[config.mk]
export PLATFORM = sky130hd
export DESIGN_NAME = rotary_encoder_key_decoder_unit
export DESIGN_NICKNAME = d
export VERILOG_FILES = /design/src/hdl/reckd_pkg.sv /design/src/hdl/rotary_encoder_key_decoder_unit.sv
export SDC_FILE = /design/constraint.sdc
export NUM_CORES = 1
export LEC_CHECK = 0
export ABC_AREA = 0
export BUFFER_PORTS_ARGS = -buffer_cell sky130_fd_sc_hd__buf_2
export CAP_MARGIN = 20
export CORE_UTILIZATION = 55
export DETAILED_ROUTE_END_ITERATION = 16
export HOLD_SLACK_MARGIN = 0.06
export PLACE_DENSITY_LB_ADDON = 0.3
export SKIP_CTS_REPAIR_TIMING = 1
export SLEW_MARGIN = 20
export SYNTH_ARGS = -nofsm -noshare
export SYNTH_HDL_FRONTEND = slang
export SYNTH_SLANG_ARGS = --single-unit
[constraint.sdc]
create_clock -name clk -period 6.6 [get_ports clk]
set_input_delay 0.66 -clock clk [delete_from_list [all_inputs] [get_ports clk]]
set_output_delay 0.66 -clock clk [all_outputs]
set_load 0.02 [all_outputs]
[src/hdl/reckd_pkg.sv]
// package for the rotary encoder key decoder
// event codes, register indexes and default settings; no dependencies
`timescale 1ns / 1ps

package reckd_pkg;

  localparam int TICK_BITS_DEFAULT = 32;
  localparam int NOW_BITS          = 32;
  localparam int CFG_INDEX_BITS    = 8;
  localparam int CFG_DATA_BITS     = 16;
  localparam int EVENT_BITS        = 2;

  localparam logic [CFG_DATA_BITS-1:0] KEY_DEBOUNCE_RESET  = 16'd50;
  localparam logic [CFG_DATA_BITS-1:0] ROTATE_HOLDOFF_RESET = 16'd5;

  localparam logic [CFG_INDEX_BITS-1:0] REG_KEY_DEBOUNCE   = 8'd0;
  localparam logic [CFG_INDEX_BITS-1:0] REG_ROTATE_HOLDOFF = 8'd1;

  localparam logic [EVENT_BITS-1:0] ROT_NONE  = 2'd0;
  localparam logic [EVENT_BITS-1:0] ROT_RIGHT = 2'd1;
  localparam logic [EVENT_BITS-1:0] ROT_LEFT  = 2'd2;

  localparam logic [EVENT_BITS-1:0] KEY_NONE    = 2'd0;
  localparam logic [EVENT_BITS-1:0] KEY_PRESS   = 2'd1;
  localparam logic [EVENT_BITS-1:0] KEY_RELEASE = 2'd2;

endpackage

[src/hdl/rotary_encoder_key_decoder_unit.sv]
// Rotary encoder with push key: takes one pin poll per cycle and issues one result cycle at
// most per poll. A key level change opens a debounce window; once key_debounce_ticks have
// passed, the rechecked level is confirmed and a press or release is reported. Without a key
// event or a running debounce, a falling edge on phase A outside the rotation holdoff reports
// a right turn (B high) or a left turn (B low). Tick differences wrap modulo 2^TICK_BITS; the
// 32-bit now_tick is truncated or zero-extended to TICK_BITS. Each poll passes through the
// single compare-and-subtract path from the input to the state and result registers;
// polls with no event give no result. A two-entry output stage (result register plus skid)
// keeps taking polls while a result waits; in_stall rises only when both entries are full.
// Configuration writes are always ready and take effect on the next cycle.
// depends on reckd_pkg
`timescale 1ns / 1ps

module rotary_encoder_key_decoder_unit
  import reckd_pkg::*;
#(
  parameter int TICK_BITS = TICK_BITS_DEFAULT
) (
  input  logic                      clk,
  input  logic                      rst,
  input  logic                      cfg_valid,
  output logic                      cfg_ready,
  input  logic [CFG_INDEX_BITS-1:0] cfg_index,
  input  logic [CFG_DATA_BITS-1:0]  cfg_data,
  input  logic                      in_valid,
  output logic                      in_stall,
  input  logic                      phase_a,
  input  logic                      phase_b,
  input  logic                      key_level,
  input  logic                      key_recheck,
  input  logic [NOW_BITS-1:0]       now_tick,
  output logic                      out_valid,
  input  logic                      out_stall,
  output logic [EVENT_BITS-1:0]     rotate_event,
  output logic [EVENT_BITS-1:0]     key_event
);

  logic [CFG_DATA_BITS-1:0] key_debounce_ticks;
  logic [CFG_DATA_BITS-1:0] rotate_holdoff_ticks;

  logic                 prev_phase_a;
  logic                 prev_key_level;
  logic                 key_is_pressed;
  logic                 debounce_active;
  logic [TICK_BITS-1:0] debounce_start_tick;
  logic [TICK_BITS-1:0] last_rotate_tick;

  logic                  skid_valid;
  logic [EVENT_BITS-1:0] skid_rotate;
  logic [EVENT_BITS-1:0] skid_key;

  logic                  in_xfer;
  logic                  out_xfer;
  logic [TICK_BITS-1:0]  now_t;
  logic                  deb_start;
  logic                  deb_run;
  logic [TICK_BITS-1:0]  deb_from;
  logic                  deb_done;
  logic                  rot_ok;
  logic                  prev_key_level_next;
  logic                  key_is_pressed_next;
  logic                  debounce_active_next;
  logic [EVENT_BITS-1:0] rot_ev;
  logic [EVENT_BITS-1:0] key_ev;
  logic                  res_valid;

  assign cfg_ready = 1'b1;
  assign in_stall  = skid_valid;
  assign in_xfer   = in_valid && !in_stall;
  assign out_xfer  = out_valid && !out_stall;
  assign now_t     = TICK_BITS'(now_tick);

  always_ff @(posedge clk) begin
    if (rst) begin
      key_debounce_ticks   <= KEY_DEBOUNCE_RESET;
      rotate_holdoff_ticks <= ROTATE_HOLDOFF_RESET;
    end else if (cfg_valid && cfg_ready) begin
      case (cfg_index)
        REG_KEY_DEBOUNCE:   key_debounce_ticks   <= cfg_data;
        REG_ROTATE_HOLDOFF: rotate_holdoff_ticks <= cfg_data;
        default: ;
      endcase
    end
  end

  // key debounce and rotation step decode
  always_comb begin
    deb_start = (prev_key_level != key_level) && !debounce_active;
    deb_run   = debounce_active || deb_start;
    deb_from  = deb_start ? now_t : debounce_start_tick;
    deb_done  = (now_t - deb_from) >= TICK_BITS'(key_debounce_ticks);
    rot_ok    = (now_t - last_rotate_tick) >= TICK_BITS'(rotate_holdoff_ticks);

    prev_key_level_next  = prev_key_level;
    key_is_pressed_next  = key_is_pressed;
    debounce_active_next = debounce_active;
    key_ev               = KEY_NONE;
    rot_ev               = ROT_NONE;

    if (deb_run) begin
      if (deb_done) begin
        if (prev_key_level != key_recheck) begin
          if (!key_recheck && !key_is_pressed) begin
            key_ev              = KEY_PRESS;
            key_is_pressed_next = 1'b1;
          end else if (key_recheck && key_is_pressed) begin
            key_ev              = KEY_RELEASE;
            key_is_pressed_next = 1'b0;
          end
          prev_key_level_next = key_recheck;
        end
        debounce_active_next = 1'b0;
      end else begin
        debounce_active_next = 1'b1;
      end
    end else begin
      prev_key_level_next = key_level;
    end

    if (key_ev == KEY_NONE && !debounce_active_next && rot_ok && prev_phase_a && !phase_a) begin
      rot_ev = phase_b ? ROT_RIGHT : ROT_LEFT;
    end

    res_valid = in_xfer && ((key_ev != KEY_NONE) || (rot_ev != ROT_NONE));
  end

  always_ff @(posedge clk) begin
    if (rst) begin
      prev_phase_a        <= 1'b1;
      prev_key_level      <= 1'b1;
      key_is_pressed      <= 1'b0;
      debounce_active     <= 1'b0;
      debounce_start_tick <= '0;
      last_rotate_tick    <= '0;
    end else if (in_xfer) begin
      prev_phase_a    <= phase_a;
      prev_key_level  <= prev_key_level_next;
      key_is_pressed  <= key_is_pressed_next;
      debounce_active <= debounce_active_next;
      if (deb_start) begin
        debounce_start_tick <= now_t;
      end
      if (rot_ev != ROT_NONE) begin
        last_rotate_tick <= now_t;
      end
    end
  end

  // result register with skid entry
  always_ff @(posedge clk) begin
    if (rst) begin
      out_valid  <= 1'b0;
      skid_valid <= 1'b0;
    end else if (skid_valid) begin
      if (out_xfer) begin
        out_valid  <= 1'b1;
        skid_valid <= 1'b0;
      end
    end else if (!out_valid || out_xfer) begin
      out_valid <= res_valid;
    end else if (res_valid) begin
      skid_valid <= 1'b1;
    end
  end

  always_ff @(posedge clk) begin
    if (skid_valid) begin
      if (out_xfer) begin
        rotate_event <= skid_rotate;
        key_event    <= skid_key;
      end
    end else if (!out_valid || out_xfer) begin
      rotate_event <= rot_ev;
      key_event    <= key_ev;
    end else if (res_valid) begin
      skid_rotate <= rot_ev;
      skid_key    <= key_ev;
    end
  end

  a_skid_behind_out: assert property (@(posedge clk) disable iff (rst)
    skid_valid |-> out_valid)
    else $error("skid entry held without a result in the output register");

  a_one_event_kind: assert property (@(posedge clk) disable iff (rst)
    out_valid |-> ((rotate_event != ROT_NONE) != (key_event != KEY_NONE)))
    else $error("result must carry exactly one of rotation or key event");

  a_skid_no_accept: assert property (@(posedge clk) disable iff (rst)
    skid_valid && !out_xfer |=> skid_valid && $stable(skid_rotate) && $stable(skid_key))
    else $error("skid entry lost or overwritten while output stalled");

endmodule

==> results <==
- The run finished with clean final reports.
- The worst setup path is launched from a flip-flop.
- The number of violations reported at the end of detailed-routing iteration 0 is roughly 790.
- The number of levels the H-tree was split into is 3.
- The final count of pins violating max slew is 0.
- The die area is 0.01802 mm².
- The share of the synthesized area in compound gates (AO/OA/AOI/OAI) is 0.2133.
- The share of power burned in combinational logic is 0.394.
- At the later pin of the worst-skew pair, clock insertion delay measures 0.37 ns.
- In this run the core area contains between 40 and 50 standard-cell rows.
- The combined global-route utilization of all metal layers is 0.2900.
- The final hold violation count came to 0.
- Counting along the longest clock path gives a buffer depth of 2.
- STA classifies the critical path endpoint as a flip-flop.
- The die width is 134.2 µm.
- The placed instances occupy a cell area of 0.01006 mm².
- The xor/xnor cell area share of the yosys netlist is 0.04020.
- Setup repair after global routing left no endpoint under its margin.
- 72 I/O pins were placed.
- For the finished layout, the period the worst path requires is between 5 and 6 ns.
- The detailed placer's ending HPWL is 20020 µm.
- After clock tree synthesis, the clock-pin slew on the worst setup and hold paths is ~0.08 ns.
- The worst hold margin is 0.4574 ns.
- Of all flip-flops after synthesis, the portion carrying an async set or reset was 0.
- Of the total synthesized cell area, the portion taken by full adders, half adders and majority gates is 0.1251.
- The share of synthesized area in the top cell type comes to 0.2123.
- The post-detailed-route wirelength per cell is about 17 µm.
- The number of buffers created by CTS is 9.
- nand2_1 is the most common cell in the netlist.
- The primary flip-flop cell chosen by synthesis mapping is dfxtp_1.
- Of the total power, the share spent switching nets is 0.3834.
- The first TritonRoute pass finished after 6 iterations.
- Of the total power, the clock network draws 0.267.
- For this run, design rule violations remaining after detail routing come to 0.
- The starting density of the core is 0.5719.
- Yosys mapped a number of flops with a built-in enable equal to 8.
- The path category of the worst min-delay check is flip-flop to flip-flop.
- The worst path meets setup with 0.6410 ns of slack.
- The mapped cell area is 0.009618 mm².
- The power density normalized to cell area is 203.0 mW/mm².
- The placeable core area is 0.01682 mm².
- Entering global routing, the biggest net connects 116 pins.
- Relative to the synthesized area, the layout overhead comes to 7.766%.
- Sorting the synthesized cells by area gives the leading types as dfxtp_1, ha_1, mux2i_1.
- For this block, the via count after detailed routing is 8899.
- The placed instance count is around 1500.
- The number of antenna diodes in the final layout is 0.
- Of the total power, registers draw 0.339.
- The count of nets after finishing is 1422.
- With fillers left out, the area of the finished cells amounts to between 0.01 and 0.015 mm².
- The largest clock skew in the final design is 0.01381 ns.
- The critical path start-end classification is flip-flop to flip-flop.
- Summed over all failing endpoints, the final setup total negative slack is 0 ns.
- In this run the tightest slew margin relative to its limit is 0.2920.
- Of the synthesized area, sequential elements account for 0.2373.
- After synthesis, the largest family of logic cells by area is simple AND/OR/NAND/NOR gates.
- After technology mapping, the gate count stands at 1231.
- For this design the total switching power over the nets is 0.8067 mW.
- The transition at the pin with the smallest max-transition slack is 1.059 ns.
- The layout has 1572 filler cells.
- The mean cell area of the mapped netlist is 7.813 µm².
- Port buffering added 70 buffers.
- Across the VDD grid, the largest voltage drop is 0.1565 mV.
- The count of warnings emitted by yosys is 0.
- The tool flagged a number of max-cap violations equal to 0.
- The number of nets with antenna violations after detailed routing is 0.
- Measured along the y axis, the die boundary spans 134.2 µm.
- The commonest cells after synthesis are nand2_1, a21oi_1, dfxtp_1.
- Derived from the worst setup path, the maximum achievable clock frequency is 167.8 MHz.
- The number of antenna violations at the first check in global routing is 1.
- The mean number of vias per cell is 5.985.
- The root buffer selected by CTS is clkbuf_16.
- Summed over all instances, the cell type with the most area after synthesis is dfxtp_1.
- The wire length after detailed routing is 25660 µm.
- The number of distinct library cells after synthesis is 85.
- Of the available clock period, the critical path in the final layout requires 0.9029.
- After the flow finishes, the layout carries non-filler instances totaling 1487.
- The number of nets handed over by synthesis was roughly 1400.
- The final setup violation count is 0.
- The post-layout utilization of the core is 0.6163.
- Total power for the finished layout comes to 2.104 mW.
- The fraction of synthesized area in multiplexers is 0.09861.
- The internal power of the cells is 1.298 mW.
- The wire length of the first global-routing pass is 41430 µm.
- Of the cells placed in the final design, the portion with a size suffix greater than 1 is 0.1002.
- The critical-path maximum fanout is 32.
- Data arrives at the worst endpoint at approximately 6.2 ns.
- In this run the static leakage power is 4.208 nW.
- Data on the critical path is required at its endpoint by about 7 ns.
- The via count of the first global-routing pass is 8242.
- After synthesis the netlist holds a flip-flop and latch count of 110.
- The number of sinks handled by clock tree synthesis is 110.
- The total overflow left after global routing is 0.
- Of the total synthesized cell area, the portion taken by AND, OR, NAND and NOR gates is 0.2248.
- Routability-driven placement finished with a final weighted congestion of roughly 1.1.
- TritonCTS built the clock tree.
- Before CTS, the worst setup slack after placement is 0.4579 ns.
[worst max-delay path: stages (launching register included)]
cell and delay [ns]:
dfxtp_1 0.58, xnor2_1 0.20, nor2_4 0.60, mux2i_1 0.17, ha_1 0.38, nand2b_1 0.07, a21oi_1 0.28, a41o_1 0.43
mux2i_1 0.12, nand2_1 0.11, o31ai_1 0.07, a221oi_1 0.31, ha_1 0.29, nand2_1 0.06, nor2_1 0.04, a21oi_1 0.24
o32a_1 0.20, o2111ai_1 0.09, nor4_1 0.40, nand4bb_1 0.19, nor3b_2 0.34, nor4_4 0.07, buf_4 0.35, mux2i_1 0.20
[final cells by class]
class | count | area [µm²] | share of cell area
clock buffers | 9 | 225.2 | 0.02173
multi-input cells | 977 | 6771 | 0.6533
flip-flops and latches | 110 | 2282 | 0.2202
clock inverters | 7 | 78.83 | 0.007605
well taps | 220 | 275.3 | 0.02656
repair buffers | 77 | 405.4 | 0.03911
inverters | 87 | 326.6 | 0.03151
[metal layers]
layer | part of all wire | GRT usage
met1 | 0.47 | 0.4004
met2 | 0.43 | 0.4473
met5 | 0.00074 | 0
met4 | 0.023 | 0.09988
met3 | 0.069 | 0.05933
[registers in the layout, indices dropped and copies added (netlist names), 2 cells and up]
| signal | flops |
|---|---|
| debounce_start_tick | 32 |
| last_rotate_tick | 32 |
| key_debounce_ticks | 16 |
| rotate_holdoff_ticks | 16 |
| key_event | 2 |
| rotate_event | 2 |
| skid_key | 2 |
| skid_rotate | 2 |
[path summary, 6_finish.rpt]
path	start	end	slack [ns]	cells past startpoint
setup reg to reg	prev_key_level	last_rotate_tick[28]	0.64	23
hold / removal	debounce_start_tick[16]	debounce_start_tick[16]	0.46	2
setup / recovery	prev_key_level	last_rotate_tick[28]	0.64	23
hold reg to reg	debounce_start_tick[16]	debounce_start_tick[16]	0.46	2
[power groups by stage]
stage          clock (mW)  combinational [mW]  sequential (mW)
6_report            0.561               0.830            0.713
5_1_grt             0.595               0.918            0.717
2_1_floorplan           0               0.606            0.728
4_1_cts             0.570               0.815            0.713
3_3_place_gp            0               0.800            0.728
3_5_place_dp            0               0.810            0.729
[layout by cell type, fill, tap and decap left out, drive strengths merged, types with 4 or more instances in the layout]
cell type,n
a2111oi,5
a211o,7
a211oi,10
a21o,24
a21oi,119
a221o,4
a221oi,7
a31oi,14
and2,5
and3,10
buf,77
clkbuf,9
clkinv,5
dfxtp,102
edfxtp,8
ha,93
inv,89
mux2,6
mux2i,88
nand2,149
nand2b,82
nand3,17
nand3b,4
nand4,16
nor2,93
nor2b,13
nor3,14
nor4,9
o211ai,6
o21a,9
o21ai,47
o21bai,4
o22ai,5
o31ai,10
or2,7
or3,6
xnor2,16
xor2,26
[kinds of logic after synthesis]
logic type | Yosys count
AOI/OAI and AO/OA | 308
DFF | 110
xor gates and xnor gates | 42
other | 1
muxes | 94
and+or+nand+nor | 437
adders and majority gates | 95
buffers and inverters | 144
(Power assumes the default switching activity.)
